==> config.mk <==
export PLATFORM = sky130hd
export DESIGN_NAME = gwm_decide
export DESIGN_NICKNAME = d
export VERILOG_FILES = /design/src/design/greedy_weighted_edge_matching_defines.svh /design/src/design/gwm_pkg.sv /design/src/design/gwm_decide.sv
export SDC_FILE = /design/constraint.sdc
export NUM_CORES = 1
export LEC_CHECK = 0
export BUFFER_PORTS_ARGS = -buffer_cell sky130_fd_sc_hd__buf_2
export CORE_MARGIN = 5
export CORE_UTILIZATION = 48
export DETAILED_ROUTE_END_ITERATION = 7
export PLACE_DENSITY = 0.86
export SKIP_LAST_GASP = 1
export SLEW_MARGIN = 10
export SYNTH_ARGS = -nofsm -noshare
export SYNTH_HDL_FRONTEND = slang
export SYNTH_SLANG_ARGS = --single-unit
==> constraint.sdc <==
create_clock -name vclk -period 5.55
set_clock_uncertainty 0.15 [all_clocks]
set_input_delay 0.2775 -clock vclk [all_inputs]
set_output_delay 0.2775 -clock vclk [all_outputs]
set_load 0.01 [all_outputs]
==> src/design/greedy_weighted_edge_matching_defines.svh <==
// Assertion macros shared by the matching block.
`ifndef GREEDY_WEIGHTED_EDGE_MATCHING_DEFINES_SVH
`define GREEDY_WEIGHTED_EDGE_MATCHING_DEFINES_SVH

// Same-cycle implication, disabled while reset is active.
`define GWM_ASSERT_IMP(label, clk, rst_n, lhs, rhs, msg) \
    label: assert property (@(posedge clk) disable iff (!rst_n) (lhs) |-> (rhs)) \
        else $error(msg);

// Next-cycle implication, disabled while reset is active.
`define GWM_ASSERT_NEXT(label, clk, rst_n, lhs, rhs, msg) \
    label: assert property (@(posedge clk) disable iff (!rst_n) (lhs) |=> (rhs)) \
        else $error(msg);

`endif

==> src/design/gwm_pkg.sv <==
// Types, constants and register codes for the greedy edge matching block.
package gwm_pkg;

    localparam int ID_W        = 16;
    localparam int WEIGHT_W    = 32;
    localparam int PART_W      = 8;
    localparam int MAXW_W      = 33;
    localparam int COUNT_W     = 17;
    localparam int WEIGHT_BITS = 32;
    localparam int PART_BITS   = 8;
    localparam int MAX_NODES_DEFAULT = 65536;

    localparam logic [WEIGHT_W-1:0] WEIGHT_MASK = WEIGHT_W'((64'd1 << WEIGHT_BITS) - 64'd1);
    localparam logic [PART_W-1:0]   PART_MASK   = PART_W'((64'd1 << PART_BITS) - 64'd1);
    localparam logic [MAXW_W-1:0]   MAXW_RESET  = 33'h1_FFFF_FFFE;

    localparam int CFG_IDX_W = 2;

    typedef enum logic [CFG_IDX_W-1:0] {
        CFG_MAX_WEIGHT   = 2'd0,
        CFG_RESPECT_PART = 2'd1,
        CFG_CHECK_SECOND = 2'd2
    } cfg_idx_t;

    typedef struct packed {
        logic [MAXW_W-1:0] max_weight;
        logic              respect_part;
        logic              check_second;
    } cfg_t;

    typedef struct packed {
        logic                mode;
        logic [ID_W-1:0]     node_id;
        logic [WEIGHT_W-1:0] node_weight;
        logic [PART_W-1:0]   node_part;
        logic [PART_W-1:0]   node_part_second;
        logic                has_edge;
        logic [ID_W-1:0]     target_id;
        logic [WEIGHT_W-1:0] target_weight;
        logic [PART_W-1:0]   target_part;
        logic [PART_W-1:0]   target_part_second;
        logic                last_edge;
    } cand_t;

    typedef struct packed {
        logic            emit;
        logic [ID_W-1:0] partner;
        logic            resolved;
        logic            clear;
    } decision_t;

endpackage

==> src/design/gwm_decide.sv <==
// Match decision for one registered candidate edge.
module gwm_decide
    import gwm_pkg::*;
#(
    parameter int MAX_NODES = MAX_NODES_DEFAULT
)
(
    input  cand_t           item,
    input  cfg_t            cfg,
    input  logic            resolved,
    input  logic            rd_node,
    input  logic            rd_target,
    input  logic            fwd_valid,
    input  logic [ID_W-1:0] fwd_id,
    output decision_t       dec
);

    logic              node_in;
    logic              target_in;
    logic              node_flag;
    logic              target_flag;
    logic [MAXW_W-1:0] sum;
    logic              weight_ok;
    logic              part_ok;
    logic              ends;
    logic              active;
    logic              found;

    always_comb
    begin
        node_in   = 32'(item.node_id) < 32'(MAX_NODES);
        target_in = 32'(item.target_id) < 32'(MAX_NODES);

        // partner write of the previous pair lands after this item's read
        node_flag   = !node_in || rd_node ||
                      (fwd_valid && (fwd_id == item.node_id));
        target_flag = !target_in || rd_target ||
                      (fwd_valid && (fwd_id == item.target_id));

        sum       = {1'b0, item.node_weight & WEIGHT_MASK} +
                    {1'b0, item.target_weight & WEIGHT_MASK};
        weight_ok = sum <= cfg.max_weight;
        part_ok   = !cfg.respect_part ||
                    (((item.node_part & PART_MASK) == (item.target_part & PART_MASK)) &&
                     (!cfg.check_second ||
                      ((item.node_part_second & PART_MASK) ==
                       (item.target_part_second & PART_MASK))));

        ends   = item.last_edge || !item.has_edge;
        active = !item.mode && !resolved && node_in;
        found  = item.has_edge && (item.target_id != item.node_id) && !target_flag &&
                 weight_ok && part_ok;

        dec.clear   = item.mode;
        dec.emit    = active && !node_flag && (found || ends);
        dec.partner = found ? item.target_id : item.node_id;
        if (item.mode || ends)
        begin
            dec.resolved = 1'b0;
        end
        else
        begin
            dec.resolved = resolved || (active && (node_flag || dec.emit));
        end
    end

endmodule

==> impl_metrics.csv, run 1 <==
group,metric,value,unit
detailed_routing,antenna_left,0,
hold_path,holdCritStartpoint,"item[130]",
pwr,p_leak,2.47,nW
timing,final-hold-violation-count,0,
setup_path,cp_slowest_cell,"nand3_1",
clock_network,cts_hold_buf,0,
timing,setup-violations-final,0,
detailed_routing,routedWlPerCell,16.1,um
floorplanning,dieWidth,97.9,um
hold_path,whs_path_depth,2,
detailed_routing,dr.pass1.iters,4,
detailed_routing,drt_iter0_drc,245,
floorplanning,coreArea,7650,sq um
timing,worst_pin_slew,0.790,ns
floorplanning,die_y,97.9,um
setup_path,critPathKind,"in -> out",
cells_and_area,drive_above_1_share,0.311,
setup_path,crit_chain,"buf_2 > ha_1 > inv_1 > fa_1 > nor2b_1 > o2111a_1 > o31ai_2 > o21ai_1 > o21ai_1 > nand2_1 > a2111oi_0 > o31ai_1 > ha_1 > nand4_1 > or2_2 > nor2_1 > nand3_1 > o211ai_1 > nand3_1 > buf_2",
timing,slew_viol_final,0,
timing,rsz0062_at_grt,"false",
clock_network,post_cts_buffers,0,
setup_path,arrival,4.66,ns
yosys,synth_cell_types,47,
cells_and_area,final_common_cell,"buf_2",
flow_run,max_cap_violations,0,
pwr,peakVddDrop,0.0000614,V
timing,fin_setup_tns,0,ns
floorplanning,rows,32,
timing,min_period,5.09,ns
detailed_routing,vias,4744,
yosys,syn-cell-area,3710,sq um
setup_path,required,5.12,ns
cells_and_area,layout_common_cells,"buf_2 (205), ha_1 (65), xnor2_1 (57)",
setup_path,end_kind,"output port",
setup_path,slowest_delay,0.53,ns
cells_and_area,nets,965,
placed_design,port_buffers,205,
timing,min_period_over_period,0.917,
grt,grt_max_degree,51,
detailed_routing,via_per_inst,5.84,
detailed_routing,drt-total-wl,13100,um
grt,grtUsageTotal,0.258,
cells_and_area,area_growth,30.5,%
grt,grt_overflow,0,
pwr,p_per_area,118,nW/um^2
hold_path,hold_path_class,"in -> out",
cells_and_area,fillCellCount,708,
grt,grt_pass1_vias,4766,
cells_and_area,nClkBuffers,0,
cells_and_area,design.seq.count,0,
yosys,yosys_warnings,0,
timing,maxSlewHeadroom,0.473,
run_status,status,"finished clean",
timing,timing.fmax,196,MHz
grt,antenna_found_initial,0,
yosys,syn_area_per_cell,7.18,sq um
pwr,finalPower,0.000572,W
clock_network,post_cts_resized,0,
cells_and_area,antennaDiodeCount,0,
floorplanning,start_util,0.485,
setup_path,worstSetupStartpoint,"item[17]",
setup_path,critPathMaxFanout,16,
yosys,postSynthCellCount,517,
cells_and_area,ff_latch_area,0,sq um
setup_path,critPathLaunchType,"primary input",
placed_design,dpl.hpwl,11400,um
placed_design,place_congestion,0.952,
floorplanning,dieArea,9590,sq um
grt,grt_pass1_wl,21600,um
detailed_routing,drc,0,
yosys,synth_nets,769,
floorplanning,boundaryPins,205,
hold_path,holdPathEnd,"dec[0]",
yosys,synth_seq_area_share,0,
==> worst max-delay path: cells and delay by family <==
family,cells,cell delay [ns]
AO/OA/AOI/OAI,7,1.79
adder cells (fa/ha/maj),3,0.78
buffers and inverters,3,0.34
AND/OR/NAND/NOR,7,1.46
==> report_power, final <==
group	switching, W	internal, W	leakage [nW]
Combinational	0.000311	0.000262	2.47
Sequential	0	0	0
Clock	0	0	0
Total	0.000311	0.000262	2.47
==> Yosys cell counts, drive strengths merged (2+ instances only) <==
master,n,area [sq um]
o21ai,19,95.1
nand3,27,135
xor2,35,307
o2111a,2,22.5
clkbuf,7,26.3
a21oi,38,194
xnor2,57,499
and3,2,12.5
o21a,6,45.0
ha,65,813
inv,46,173
nor2,21,78.8
nand2b,2,12.5
a211oi,5,42.5
buf,9,45.1
nand4,35,219
nand3b,2,15.0
a31oi,19,119
o21bai,5,37.5
nor2b,23,144
or2,3,18.8
a211o,2,17.5
a21o,19,143
o31ai,3,27.5
nand2,15,56.3
o2111ai,2,17.5
a2111oi,2,17.5
o211ai,21,168
a221oi,2,35.0
nor3,4,20.0
nor4,11,68.8
==> metal layers <==
layer | up-vias | wire (um) | track usage
met5 | - | 0 | 0
li1 | 2310 | - | -
met1 | 2144 | 5150 | 0.310
met3 | 28 | 1150 | 0.0379
met2 | 262 | 6500 | 0.480
met4 | 0 | 299 | 0.0564
==> final cells by class <==
type / instances / area (sq um) / share of cell area
multi-input cells: 455 / 3480 / 0.718
inverters: 46 / 173 / 0.0356
well taps: 102 / 128 / 0.0263
repair buffers: 210 / 1060 / 0.220
==> stage by stage <==
stage	area, sq um	utilization	hold slack, ns	setup WS [ns]	cells
CTS	4840	0.634	0.652	0.550	813
global placement	4840	0.634	0.649	0.658	813
detailed placement	4840	0.634	0.651	0.568	813
floorplan	3710	-	0.459	1.16	517
global route	4840	0.634	0.676	0.0631	813
finish	4840	0.634	0.653	0.459	813
==> how the worst max path moves through the flow <==
| stage | end | cells after the start |
|---|---|---|
| detailed placement | dec[4] | 20 |
| global route | dec[4] | 20 |
| finish | dec[6] | 20 |
| CTS | dec[4] | 20 |
| global placement | dec[4] | 20 |
| floorplan | dec[10] | 20 |
==> cell families after synthesis <==
logic type	share of synthesized area
buffers and inverters	0.0657
and+or+nand+nor	0.217
xor gates and xnor gates	0.217
adders and majority gates	0.224
AOI/OAI and AO/OA	0.276
Note: power is estimated with default switching activity, not from simulation.
==> run 2: changes to the inputs <==
- BUFFER_PORTS_ARGS: -buffer_cell sky130_fd_sc_hd__buf_2 -> -buffer_cell sky130_fd_sc_hd__buf_4
- CORE_ASPECT_RATIO: unset -> 0.7
==> impl_metrics.csv, run 2 (same netlist as run 1, synthesis figures left out) <==
group,metric,value,unit
grt,grt_pass1_wl,22700,um
grt,grt_pass1_vias,4994,
setup_path,required,5.12,ns
setup_path,worstSetupStartpoint,"item[17]",
placed_design,dpl.hpwl,12200,um
cells_and_area,layout_common_cells,"buf_4 (210), ha_1 (65), xnor2_1 (57)",
floorplanning,dieWidth,115,um
timing,maxSlewHeadroom,0.529,
pwr,finalPower,0.000627,W
cells_and_area,drive_above_1_share,0.312,
detailed_routing,drc,0,
timing,fin_setup_tns,0,ns
detailed_routing,drt-total-wl,14100,um
cells_and_area,design.seq.count,0,
detailed_routing,routedWlPerCell,17.5,um
grt,grt_overflow,0,
cells_and_area,fillCellCount,597,
cells_and_area,area_growth,44.3,%
timing,min_period,5.00,ns
detailed_routing,antenna_left,0,
timing,setup-violations-final,0,
setup_path,critPathMaxFanout,16,
detailed_routing,drt_iter0_drc,401,
cells_and_area,nets,965,
setup_path,crit_chain,"buf_4 > ha_1 > inv_1 > fa_1 > nor2b_1 > o2111a_1 > o31ai_2 > o21ai_1 > o21ai_1 > nand2_1 > a2111oi_0 > o31ai_1 > ha_1 > nand4_1 > or2_2 > nor2_1 > a221oi_1 > o21a_1 > buf_4 > nand4_1 > nand3_1 > buf_4",
setup_path,critPathLaunchType,"primary input",
flow_run,max_cap_violations,0,
cells_and_area,nClkBuffers,0,
setup_path,cp.depth,22,
setup_path,critPathKind,"in -> out",
placed_design,port_buffers,205,
setup_path,critPathBufInv,4,
placed_design,place_congestion,0.974,
timing,worst_pin_slew,0.699,ns
timing,final-hold-violation-count,0,
setup_path,slowest_delay,0.41,ns
pwr,p_leak,2.65,nW
floorplanning,dieArea,9620,sq um
timing,timing.fmax,200,MHz
cells_and_area,finalInstanceArea,5360,sq um
floorplanning,rows,26,
pwr,peakVddDrop,0.0000629,V
detailed_routing,vias,4872,
setup_path,cpMostUsedCell,"buf_4",
cells_and_area,final_common_cell,"buf_4",
clock_network,post_cts_buffers,0,
floorplanning,boundaryPins,205,
setup_path,cp_slowest_cell,"a2111oi_0",
hold_path,hold_path_class,"in -> out",
timing,min_period_over_period,0.901,
grt,grtUsageTotal,0.277,
placed_design,place_area,5350,sq um
floorplanning,start_util,0.501,
timing,slew_viol_final,0,
grt,grt_max_degree,51,
floorplanning,coreArea,7420,sq um
cells_and_area,antennaDiodeCount,0,
setup_path,cp-endpoint,"dec[2]",
detailed_routing,dr.pass1.iters,4,
cells_and_area,ff_latch_area,0,sq um
detailed_routing,via_per_inst,6.02,
setup_path,arrival,4.57,ns
grt,antenna_found_initial,0,
timing,rsz0062_at_grt,"false",
floorplanning,die_y,83.6,um
run_status,status,"finished clean",
setup_path,critPathTopFamily,"compound AO/OA/AOI/OAI gates",
setup_path,end_kind,"output port",
pwr,p_per_area,117,nW/um^2
==> run 2: final cells by class <==
class / count / area [sq um] / area share
tap: 98 / 123 / 0.0229
multi-input combinational: 455 / 3490 / 0.651
timing repair buffer: 210 / 1580 / 0.294
inverter: 46 / 173 / 0.0322
==> run 2: routing by layer <==
layer | up-vias | part of all wire | wire (um) | GRT usage
met5 | - | 0 | 0 | 0
met4 | 0 | 0.024 | 342 | 0.0778
met3 | 36 | 0.088 | 1240 | 0.0362
met2 | 282 | 0.47 | 6710 | 0.465
met1 | 2245 | 0.41 | 5840 | 0.367
li1 | 2309 | - | - | -
==> run 2: worst min-delay path by stage <==
stage	start	endpoint	slack, ns	cells after the start
3_5_place_dp	item[130]	dec[0]	0.62	2
3_3_place_gp	item[130]	dec[0]	0.62	2
5_1_grt	item[130]	dec[0]	0.62	2
6_report	item[130]	dec[0]	0.62	2
2_1_floorplan	item[130]	dec[18]	0.46	1
4_1_cts	item[130]	dec[0]	0.62	2
==> run 2: what timing repair did <==
action	in CTS	in global routing
hold buffers	0	0
gates resized for setup	0	1
endpoints found under the setup margin	0	4
==> run 2: power breakdown <==
part	switching, W	total (W)	internal, W
registers	0	0	0
clock network	0	0	0
logic	0.000319	0.000627	0.000308
total	0.000319	0.000627	0.000308
==> run 2: per-stage QoR <==
step | instances | worst slack [ns] | utilization | hold WS, ns
floorplan | 517 | 1.16 | - | 0.459
global placement | 809 | 0.645 | 0.722 | 0.615
detailed placement | 809 | 0.456 | 0.722 | 0.618
CTS | 809 | 0.452 | 0.722 | 0.618
global route | 809 | 0.195 | 0.722 | 0.618
finish | 809 | 0.552 | 0.722 | 0.615
